## src/hdl/csi_pkg.sv

```systemverilog
// shared types and constants for the channel-state datagram parser
`default_nettype none
package csi_pkg;
  localparam int unsigned MaxSubcarriersDefault = 64;
  localparam int unsigned HeaderBytes = 24;
  localparam int unsigned IdxW = 10;
  localparam logic [IdxW-1:0] IdxMax = 10'd1023;

  // configuration register indexes
  localparam logic [1:0] CfgMagic   = 2'd0;
  localparam logic [1:0] CfgVersion = 2'd1;
  localparam logic [1:0] CfgFirst   = 2'd2;
  localparam logic [1:0] CfgLast    = 2'd3;

  typedef enum logic [2:0] {
    StOk        = 3'd0,
    StShort     = 3'd1,
    StMagic     = 3'd2,
    StVersion   = 3'd3,
    StZero      = 3'd4,
    StTooMany   = 3'd5,
    StLength    = 3'd6,
    StTruncated = 3'd7
  } status_e;

  // one classified record passed from front to back
  typedef struct packed {
    logic [7:0]  real_part;
    logic [7:0]  imag_part;
    logic        has_sample;
    logic        frame_done;
    status_e     status;
    logic [15:0] node_ident;
    logic [31:0] seq_number;
    logic [63:0] time_us;
    logic [7:0]  radio_channel;
    logic [7:0]  rssi;
    logic [7:0]  noise_floor;
    logic [1:0]  edges_dropped;
  } rec_t;
endpackage
`default_nettype wire

```

## src/hdl/csi_datagram_parser.sv

```systemverilog
// top level: config registers, parsing front end, record queue
// a record is written into the queue when its byte is taken; the outputs show the queue head
// throughput: one byte per cycle; the front stalls only when the two-entry queue is full
// the queue decouples the byte stream from a stalling record consumer
// reset: asynchronous, active low; parse state clears, registers take their defaults
`default_nettype none
module csi_datagram_parser #(
  parameter int unsigned MaxSubcarriers = csi_pkg::MaxSubcarriersDefault
) (
  input  wire logic        clk_i,
  input  wire logic        rst_ni,
  input  wire logic        valid_i,
  output logic             stall_o,
  input  wire logic [7:0]  rx_byte_i,
  input  wire logic        end_of_datagram_i,
  input  wire logic        cfg_valid_i,
  output logic             cfg_ready_o,
  input  wire logic [1:0]  cfg_index_i,
  input  wire logic [15:0] cfg_data_i,
  output logic             valid_o,
  input  wire logic        stall_i,
  output logic signed [7:0] real_part_o,
  output logic signed [7:0] imag_part_o,
  output logic             has_sample_o,
  output logic             frame_done_o,
  output logic [2:0]       status_o,
  output logic [15:0]      node_ident_o,
  output logic [31:0]      seq_number_o,
  output logic [63:0]      time_us_o,
  output logic [7:0]       radio_channel_o,
  output logic signed [7:0] rssi_o,
  output logic signed [7:0] noise_floor_o,
  output logic [1:0]       edges_dropped_o
);
  logic [15:0] magic_q;
  logic [7:0]  ver_q, fmask_q, lmask_q;
  logic        full, take, rvalid, pop;
  csi_pkg::rec_t frec, qrec;

  assign cfg_ready_o = 1'b1;
  assign stall_o = full;
  assign take = valid_i && !full;
  assign pop = valid_o && !stall_i;

  // configuration registers
  always_ff @(posedge clk_i or negedge rst_ni) begin
    if (!rst_ni) begin
      magic_q <= '0; ver_q <= '0; fmask_q <= 8'd1; lmask_q <= 8'd2;
    end else if (cfg_valid_i) begin
      case (cfg_index_i)
        csi_pkg::CfgMagic:   magic_q <= cfg_data_i;
        csi_pkg::CfgVersion: ver_q <= cfg_data_i[7:0];
        csi_pkg::CfgFirst:   fmask_q <= cfg_data_i[7:0];
        csi_pkg::CfgLast:    lmask_q <= cfg_data_i[7:0];
        default: ;
      endcase
    end
  end

  csi_front #(.MaxSubcarriers(MaxSubcarriers)) u_front (
    .clk_i, .rst_ni, .take_i(take), .rx_byte_i, .end_of_datagram_i,
    .magic_i(magic_q), .version_i(ver_q), .first_mask_i(fmask_q),
    .last_mask_i(lmask_q), .rec_valid_o(rvalid), .rec_o(frec)
  );

  csi_queue u_queue (
    .clk_i, .rst_ni, .push_i(rvalid), .push_rec_i(frec), .full_o(full),
    .valid_o(valid_o), .rec_o(qrec), .pop_i(pop)
  );

  // output fields
  assign real_part_o     = qrec.real_part;
  assign imag_part_o     = qrec.imag_part;
  assign has_sample_o    = qrec.has_sample;
  assign frame_done_o    = qrec.frame_done;
  assign status_o        = qrec.status;
  assign node_ident_o    = qrec.node_ident;
  assign seq_number_o    = qrec.seq_number;
  assign time_us_o       = qrec.time_us;
  assign radio_channel_o = qrec.radio_channel;
  assign rssi_o          = qrec.rssi;
  assign noise_floor_o   = qrec.noise_floor;
  assign edges_dropped_o = qrec.edges_dropped;
endmodule
`default_nettype wire

```

## src/hdl/csi_front.sv

```systemverilog
// front end: byte parsing, header checks and sample pairing
`default_nettype none
module csi_front #(
  parameter int unsigned MaxSubcarriers = csi_pkg::MaxSubcarriersDefault
) (
  input  wire logic              clk_i,
  input  wire logic              rst_ni,
  input  wire logic              take_i,
  input  wire logic [7:0]        rx_byte_i,
  input  wire logic              end_of_datagram_i,
  input  wire logic [15:0]       magic_i,
  input  wire logic [7:0]        version_i,
  input  wire logic [7:0]        first_mask_i,
  input  wire logic [7:0]        last_mask_i,
  output logic                   rec_valid_o,
  output csi_pkg::rec_t          rec_o
);
  localparam int unsigned IW = csi_pkg::IdxW;

  logic [IW-1:0] idx_q, idx_d;
  logic          magic_bad_q, magic_bad_d;
  logic [2:0]    err_q, err_d;
  logic [15:0]   node_q, node_d, len_q, len_d;
  logic [31:0]   seq_q, seq_d;
  logic [63:0]   time_q, time_d;
  logic [7:0]    ver_q, ver_d, flags_q, flags_d, chan_q, chan_d;
  logic [7:0]    rssi_q, rssi_d, noise_q, noise_d, imag_q, imag_d;
  logic [7:0]    sidx_q, sidx_d;
  logic          dfirst_q, dfirst_d, dlast_q, dlast_d;

  logic [14:0]   n;
  logic [IW:0]   idx_inc;
  logic [16:0]   pay_end;
  logic          emit, skip;
  logic [2:0]    st;

  assign n       = len_q[15:1];
  assign idx_inc = (idx_q == csi_pkg::IdxMax) ? {1'b0, idx_q} : {1'b0, idx_q} + 1'b1;
  assign pay_end = 17'(csi_pkg::HeaderBytes) + {1'b0, len_q[15:1], 1'b0};

  // parse update for one byte
  always_comb begin
    logic [IW-1:0] p;
    logic [2:0]    e;
    idx_d = idx_q; magic_bad_d = magic_bad_q; err_d = err_q;
    node_d = node_q; len_d = len_q; seq_d = seq_q; time_d = time_q;
    ver_d = ver_q; flags_d = flags_q; chan_d = chan_q; rssi_d = rssi_q;
    noise_d = noise_q; imag_d = imag_q; sidx_d = sidx_q;
    dfirst_d = dfirst_q; dlast_d = dlast_q;
    emit = 1'b0; skip = 1'b0; e = csi_pkg::StOk;
    p = idx_q - IW'(csi_pkg::HeaderBytes);
    if (idx_q < IW'(csi_pkg::HeaderBytes)) begin
      case (idx_q[4:0])
        5'd0: if (rx_byte_i != magic_i[7:0]) magic_bad_d = 1'b1;
        5'd1: if (rx_byte_i != magic_i[15:8]) magic_bad_d = 1'b1;
        5'd2: ver_d = rx_byte_i;
        5'd3: flags_d = rx_byte_i;
        5'd4: node_d[7:0] = rx_byte_i;
        5'd5: node_d[15:8] = rx_byte_i;
        5'd6: len_d[7:0] = rx_byte_i;
        5'd7: len_d[15:8] = rx_byte_i;
        5'd8: seq_d[7:0] = rx_byte_i;
        5'd9: seq_d[15:8] = rx_byte_i;
        5'd10: seq_d[23:16] = rx_byte_i;
        5'd11: seq_d[31:24] = rx_byte_i;
        5'd12: time_d[7:0] = rx_byte_i;
        5'd13: time_d[15:8] = rx_byte_i;
        5'd14: time_d[23:16] = rx_byte_i;
        5'd15: time_d[31:24] = rx_byte_i;
        5'd16: time_d[39:32] = rx_byte_i;
        5'd17: time_d[47:40] = rx_byte_i;
        5'd18: time_d[55:48] = rx_byte_i;
        5'd19: time_d[63:56] = rx_byte_i;
        5'd20: chan_d = rx_byte_i;
        5'd21: rssi_d = rx_byte_i;
        5'd22: noise_d = rx_byte_i;
        default: begin
          if (magic_bad_q) e = csi_pkg::StMagic;
          else if (ver_q != version_i) e = csi_pkg::StVersion;
          else if (rx_byte_i == 8'd0) e = csi_pkg::StZero;
          else if (rx_byte_i > 8'(MaxSubcarriers)) e = csi_pkg::StTooMany;
          else if (len_q != {7'd0, rx_byte_i, 1'b0}) e = csi_pkg::StLength;
          err_d = e;
          // edge drop decisions, n equals the count byte here when the length check passes
          dfirst_d = ((flags_q & first_mask_i) != 8'd0) && (rx_byte_i > 8'd2);
          dlast_d  = ((flags_q & last_mask_i) != 8'd0) &&
                     ((rx_byte_i - {7'd0, dfirst_d}) > 8'd2);
        end
      endcase
    end else if (err_q == csi_pkg::StOk) begin
      if ({7'd0, p} < {1'b0, len_q[15:1], 1'b0}) begin
        if (!p[0]) imag_d = rx_byte_i;
        else begin
          skip = (sidx_q == 8'd0 && dfirst_q) ||
                 ({7'd0, sidx_q} == n - 15'd1 && dlast_q);
          emit = !skip;
          sidx_d = sidx_q + 8'd1;
        end
      end
    end
    idx_d = idx_inc[IW-1:0];
  end

  // closing status, header verdict of this byte included
  always_comb begin
    if (idx_d < IW'(csi_pkg::HeaderBytes)) st = csi_pkg::StShort;
    else if (err_d != csi_pkg::StOk) st = err_d;
    else if ({7'd0, idx_d} < pay_end) st = csi_pkg::StTruncated;
    else st = csi_pkg::StOk;
  end

  // record build
  always_comb begin
    logic hdr;
    rec_o = '0;
    hdr = (st == csi_pkg::StOk) || (st == csi_pkg::StTruncated);
    rec_valid_o = take_i && (emit || end_of_datagram_i);
    rec_o.has_sample = emit;
    rec_o.real_part  = emit ? rx_byte_i : 8'd0;
    rec_o.imag_part  = emit ? imag_q : 8'd0;
    if (end_of_datagram_i) begin
      rec_o.frame_done = 1'b1;
      rec_o.status = csi_pkg::status_e'(st);
      if (hdr) begin
        rec_o.node_ident = node_q; rec_o.seq_number = seq_q;
        rec_o.time_us = time_q; rec_o.radio_channel = chan_q;
        rec_o.rssi = rssi_q; rec_o.noise_floor = noise_q;
      end
      if (st == csi_pkg::StOk)
        rec_o.edges_dropped = {1'b0, dfirst_q} + {1'b0, dlast_q};
    end
  end

  // parse state, cleared after the final byte
  always_ff @(posedge clk_i or negedge rst_ni) begin
    if (!rst_ni) begin
      idx_q <= '0; magic_bad_q <= 1'b0; err_q <= '0; node_q <= '0; len_q <= '0;
      seq_q <= '0; time_q <= '0; ver_q <= '0; flags_q <= '0; chan_q <= '0;
      rssi_q <= '0; noise_q <= '0; imag_q <= '0; sidx_q <= '0;
      dfirst_q <= 1'b0; dlast_q <= 1'b0;
    end else if (take_i) begin
      if (end_of_datagram_i) begin
        idx_q <= '0; magic_bad_q <= 1'b0; err_q <= '0; node_q <= '0; len_q <= '0;
        seq_q <= '0; time_q <= '0; ver_q <= '0; flags_q <= '0; chan_q <= '0;
        rssi_q <= '0; noise_q <= '0; imag_q <= '0; sidx_q <= '0;
        dfirst_q <= 1'b0; dlast_q <= 1'b0;
      end else begin
        idx_q <= idx_d; magic_bad_q <= magic_bad_d; err_q <= err_d;
        node_q <= node_d; len_q <= len_d; seq_q <= seq_d; time_q <= time_d;
        ver_q <= ver_d; flags_q <= flags_d; chan_q <= chan_d; rssi_q <= rssi_d;
        noise_q <= noise_d; imag_q <= imag_d; sidx_q <= sidx_d;
        dfirst_q <= dfirst_d; dlast_q <= dlast_d;
      end
    end
  end

  // samples only follow a good header
  assert property (@(posedge clk_i) disable iff (!rst_ni)
    rec_valid_o && rec_o.has_sample |-> err_q == csi_pkg::StOk)
    else $error("sample after failed header");
  assert property (@(posedge clk_i) disable iff (!rst_ni)
    take_i && end_of_datagram_i |=> idx_q == '0)
    else $error("parse state not cleared");
  assert property (@(posedge clk_i) disable iff (!rst_ni)
    rec_valid_o && rec_o.edges_dropped != 2'd0 |-> rec_o.status == csi_pkg::StOk)
    else $error("edges dropped on bad frame");
endmodule
`default_nettype wire

```

## src/hdl/csi_queue.sv

```systemverilog
// two-entry record queue between front and output
`default_nettype none
module csi_queue (
  input  wire logic     clk_i,
  input  wire logic     rst_ni,
  input  wire logic     push_i,
  input  wire csi_pkg::rec_t push_rec_i,
  output logic          full_o,
  output logic          valid_o,
  output csi_pkg::rec_t rec_o,
  input  wire logic     pop_i
);
  csi_pkg::rec_t mem_q [2];
  logic       wp_q, rp_q;
  logic [1:0] cnt_q;

  assign full_o  = cnt_q == 2'd2;
  assign valid_o = cnt_q != 2'd0;
  assign rec_o   = mem_q[rp_q];

  // storage
  always_ff @(posedge clk_i) begin
    if (push_i) mem_q[wp_q] <= push_rec_i;
  end

  // pointers and fill count
  always_ff @(posedge clk_i or negedge rst_ni) begin
    if (!rst_ni) begin
      wp_q <= 1'b0; rp_q <= 1'b0; cnt_q <= 2'd0;
    end else begin
      if (push_i) wp_q <= ~wp_q;
      if (pop_i) rp_q <= ~rp_q;
      cnt_q <= cnt_q + {1'b0, push_i} - {1'b0, pop_i};
    end
  end

  assert property (@(posedge clk_i) disable iff (!rst_ni) !(push_i && full_o))
    else $error("queue overflow");
  assert property (@(posedge clk_i) disable iff (!rst_ni) !(pop_i && !valid_o))
    else $error("queue underflow");
  assert property (@(posedge clk_i) disable iff (!rst_ni) cnt_q != 2'd3)
    else $error("queue count corrupt");
endmodule
`default_nettype wire
```

## config.mk

```make
export PLATFORM = sky130hd
export DESIGN_NAME = csi_datagram_parser
export DESIGN_NICKNAME = d
export VERILOG_FILES = /design/src/hdl/csi_pkg.sv /design/src/hdl/csi_datagram_parser.sv /design/src/hdl/csi_front.sv /design/src/hdl/csi_queue.sv
export SDC_FILE = /design/constraint.sdc
export NUM_CORES = 1
export LEC_CHECK = 0
export BUFFER_PORTS_ARGS = -buffer_cell sky130_fd_sc_hd__buf_4
export CAP_MARGIN = 10
export CORE_MARGIN = 2
export CORE_UTILIZATION = 60
export CTS_CLUSTER_SIZE = 28
export DETAILED_ROUTE_END_ITERATION = 7
export PLACE_DENSITY = 0.89
export SLEW_MARGIN = 5
export SYNTH_ARGS = -nofsm -noshare
export SYNTH_HDL_FRONTEND = slang
export SYNTH_SLANG_ARGS = --single-unit
```

## constraint.sdc

```tcl
create_clock -name clk_i -period 12.01 [get_ports clk_i]
set_input_delay 2.402 -clock clk_i [delete_from_list [all_inputs] [get_ports clk_i]]
set_output_delay 2.402 -clock clk_i [all_outputs]
set_load 0.01 [all_outputs]
```

==> run summary <==
The reg-to-reg critical path endpoint is u_queue.mem_q[0][94]. In this run, placement finished with an instance count of 2413. The critical path starts at u_queue.rp_q. The delay of the slowest critical-path stage is 0.94 ns. The flow ran to the end, and the final reports show no timing, DRC or antenna violations. The area occupied by multi-input gates came out at 0.00776 sq mm. The layout overhead on the synthesized area came out at 14.6%. The initial utilization of the core area, before any placement, comes to 60.7%. The worst supply voltage drop on vdd came out at 0.136 mV. The critical path runs through a total of 4 cells.

The data required time of the worst path is 9.61 ns. The flop-to-flop setup slack is 6.24 ns. The synthesized flop and latch total is 562. The final hold violation count came out at 0. STA puts the critical path data arrival time at 3.69 ns. The via count of the first global-routing pass is 15.8k.

The number of sinks handled by clock tree synthesis came out at 562. In this run the tightest slew margin relative to its limit is 24.8%. In this run the critical register-to-register path is launched from u_front.idx_q[3].

The width of the die is 204 um. The routed via count divided by cell count came out at 6.32. The post-layout instance count excluding filler cells is 2514.

The portion of the clock cycle consumed by the worst path in the final layout came out at 50.7%. The initial antenna violation count is 0. The worst reg2reg path depth came out at 13.

The pin slew with the least headroom to its limit came out at 1.12 ns. STA classifies the critical path startpoint as a flip-flop. The wire length reported by the detailed router is 58.9 mm. The number of buffer and inverter instances along the worst setup path is 3. Setup violations remaining at the end of the flow were counted as 0. The clock passes through at most 3 buffers. During I/O placement, the number of pins put on the boundary was 194. The portion of the post-synthesis area used by sequential elements came out at 64.9%. The slowest stage of the critical path belongs to the cell sky130_fd_sc_hd__buf_4. The number of pins exceeding their max-slew limit in the final report came out at 0. The detailed-route wire length per cell came out at 23.4 um.

The placeable core region is 0.0397 sq mm. The biggest fanout along the worst timing path is 74. Global routing finished with a remaining overflow of 0.

The die covers 0.0418 sq mm. The most common cell after layout, fill and taps aside is sky130_fd_sc_hd__edfxtp_1. The leakage power summed over all cells is 11.3 nW. The number of enable flip-flop cells after synthesis came out at 318. The number of post-CTS setup repair buffers is 0. The floorplan has 73 rows. The wire length of the first global-routing pass came out at 89.9 mm. The remaining antenna violation count came out at 0. Setup repair after global routing left no endpoint under its margin. The shortest period the worst path allows is 6.09 ns. For this block, the via count after detailed routing is 15.9k. The depth of the CTS H-tree is 2. The post-detailed-route DRC marker count came out at 0. For this run, the leading register cell type out of synthesis is sky130_fd_sc_hd__edfxtp_1. The placer congestion estimate came out at 0.954.

0 antenna diodes ended up in the layout. Derived from the worst setup path, the maximum achievable clock frequency is 0.164 GHz. The total global-route track usage is 28.2%. The root cell of the clock tree is sky130_fd_sc_hd__clkbuf_16. The post-synthesis area per instance is 13.3 sq um.

The completed layout was analyzed and its total power is 5.32 mW. The power density over the cells is 192 mW/mm^2. In this run the worst setup path terminates at time_us_o[26].

The net count of the finished layout is 2010. The synthesized netlist occupies a cell area of 0.0241 sq mm. The number of clock buffers inserted by TritonCTS came out at 54. The quantity of hold-fixing buffers added after cts is 0. The iteration-0 DRC count of the detailed router is 1437.

The reported max-cap violation count came out at 0. After technology mapping, the gate count stands at 1816. The first TritonRoute pass finished after 6 iterations. The critical path is of the reg2out type. TritonCTS built the clock tree. The async set-reset flop share out of synthesis came out at 43.4%. The count of buffers from port buffering is 192. The flip-flop and latch area came out at 0.0157 sq mm.

The worst setup path is captured at an output port. The sum of negative setup slack is 0 ns. The warning count from the yosys run came out at 0.

The detailed-placement wirelength estimate is 34.9 mm. The critical path goes through buf_4 -> buf_4 -> mux2_2 -> buf_4. Synthesis instantiated 76 different standard cells from the library. The clock input transition at the sequential cells of the worst setup and hold paths came out at 0.06 ns.

The share of final-layout standard cells stronger than drive strength 1 is 26.5%. The number of resized instances in the post-cts repair step is 0. In the layout the commonest cells are sky130_fd_sc_hd__edfxtp_1, sky130_fd_sc_hd__dfrtp_1, sky130_fd_sc_hd__buf_4.

The largest net degree at the start of global routing is 109. The total of fill cells in the finished design is 2603. In this run the worst hold path is classified as reg2reg. The final cell utilization of the core came out at 69.5%.

The number of nets in the synthesized netlist is 1881. On the critical path the largest part of the delay comes from buffers and inverters. The final clock skew came out at 0.0170 ns. The y dimension of the die is 204 um. The later pin in the worst-skew pair is clocked with a latency of 0.60 ns. The dominant cell type by count on the critical path is sky130_fd_sc_hd__buf_4.
==> through the flow <==
step	setup slack, ns	cell area [sq um]	hold slack [ns]
3_3_place_gp	6.14	25800	0.472
2_1_floorplan	1.69	24100	0.460
3_5_place_dp	6.04	25800	0.481
4_1_cts	5.94	27600	0.494
5_1_grt	5.78	27600	0.521
6_report	5.92	27600	0.495
==> final cells by class <==
type	instances	share of cell area (%)
inverter	28	0.380
clock buffer	78	5.77
timing repair buffer	213	5.84
multi-input combinational	1086	28.1
tap	525	2.38
sequential	562	56.7
clock inverter	22	0.856
==> cell usage after synthesis, types with 13 or more instances <==
master | instances | share of area [%]
sky130_fd_sc_hd__edfxtp_1 | 318 | 40
sky130_fd_sc_hd__dfrtp_1 | 242 | 25
sky130_fd_sc_hd__mux2_2 | 199 | 9.3
sky130_fd_sc_hd__nand3_1 | 188 | 3.9
sky130_fd_sc_hd__o21ai_0 | 184 | 3.8
sky130_fd_sc_hd__and3_1 | 139 | 3.6
sky130_fd_sc_hd__clkbuf_1 | 109 | 1.7
sky130_fd_sc_hd__nand2_1 | 50 | 0.78
sky130_fd_sc_hd__xnor2_1 | 42 | 1.5
sky130_fd_sc_hd__ha_1 | 33 | 1.7
sky130_fd_sc_hd__inv_1 | 28 | 0.44
sky130_fd_sc_hd__nor2_1 | 28 | 0.44
sky130_fd_sc_hd__xor2_1 | 20 | 0.73
sky130_fd_sc_hd__nor3_1 | 19 | 0.39
sky130_fd_sc_hd__and2_1 | 17 | 0.44
sky130_fd_sc_hd__nand4_1 | 15 | 0.39
sky130_fd_sc_hd__a21oi_1 | 13 | 0.27
sky130_fd_sc_hd__nand2b_1 | 13 | 0.34
==> worst min-delay path by stage <==
stage,from,to,slack [ns],cells past startpoint
global route,u_front.time_q[61],u_front.time_q[61],0.52,2
global placement,u_front.seq_q[22],u_front.seq_q[22],0.47,2
detailed placement,u_front.noise_q[0],u_front.noise_q[0],0.48,2
CTS,u_front.noise_q[0],u_front.noise_q[0],0.49,2
finish,u_front.time_q[46],u_front.time_q[46],0.50,2
floorplan,u_queue.cnt_q[1],u_queue.cnt_q[1],0.46,1
==> power by group <==
group / internal, mW / total, mW / leakage (nW) / switching [mW]
clock network: 1.01 / 1.73 / 0.894 / 0.719
registers: 2.24 / 2.34 / 6.30 / 0.101
logic: 0.564 / 1.24 / 4.14 / 0.681
total: 3.82 / 5.32 / 11.3 / 1.50
==> per-layer routing <==
metal | GRT usage, % | share of wire [%]
met1 | 37.8 | 39
met2 | 47.6 | 51
met3 | 4.42 | 7.4
met4 | 9.29 | 2.6
met5 | 0 | 0
==> sequential cells by signal, indices dropped and copies added, names as in the netlist, 2 cells and up <==
register	cells
u_front.rssi_q	8
u_front.len_q	16
magic_q	16
u_front.flags_q	8
u_queue.mem_q	318
u_front.ver_q	8
u_front.chan_q	8
u_front.time_q	64
lmask_q	8
fmask_q	8
u_queue.cnt_q	2
u_front.seq_q	32
u_front.noise_q	8
u_front.sidx_q	8
u_front.imag_q	8
u_front.idx_q	10
u_front.err_q	3
ver_q	8
u_front.node_q	16
==> worst register-to-register path, delay by kind of cell (launching register included) <==
kind	cells	cell delay [ns]
and+or+nand+nor	5	1.64
AOI/OAI and AO/OA	4	1.29
buffers and inverters	1	0.88
adders and majority gates	2	0.67
DFF	1	0.56
xor gates and xnor gates	1	0.24
==> kinds of logic (layout without fill, tap and decap cells) <==
group / Yosys count / count (layout) / synth area share (%)
adder cells (fa/ha/maj): 33 / 33 / 1.71
XOR/XNOR: 62 / 62 / 2.25
other: 1 / 1 / 0.0155
AO/OA/AOI/OAI: 259 / 259 / 6.40
flip-flops: 562 / 562 / 64.9
multiplexers: 210 / 210 / 9.75
buffers and inverters: 168 / 341 / 3.03
AND/OR/NAND/NOR: 521 / 521 / 11.9
No activity file was read; power rests on OpenSTA's default activity.
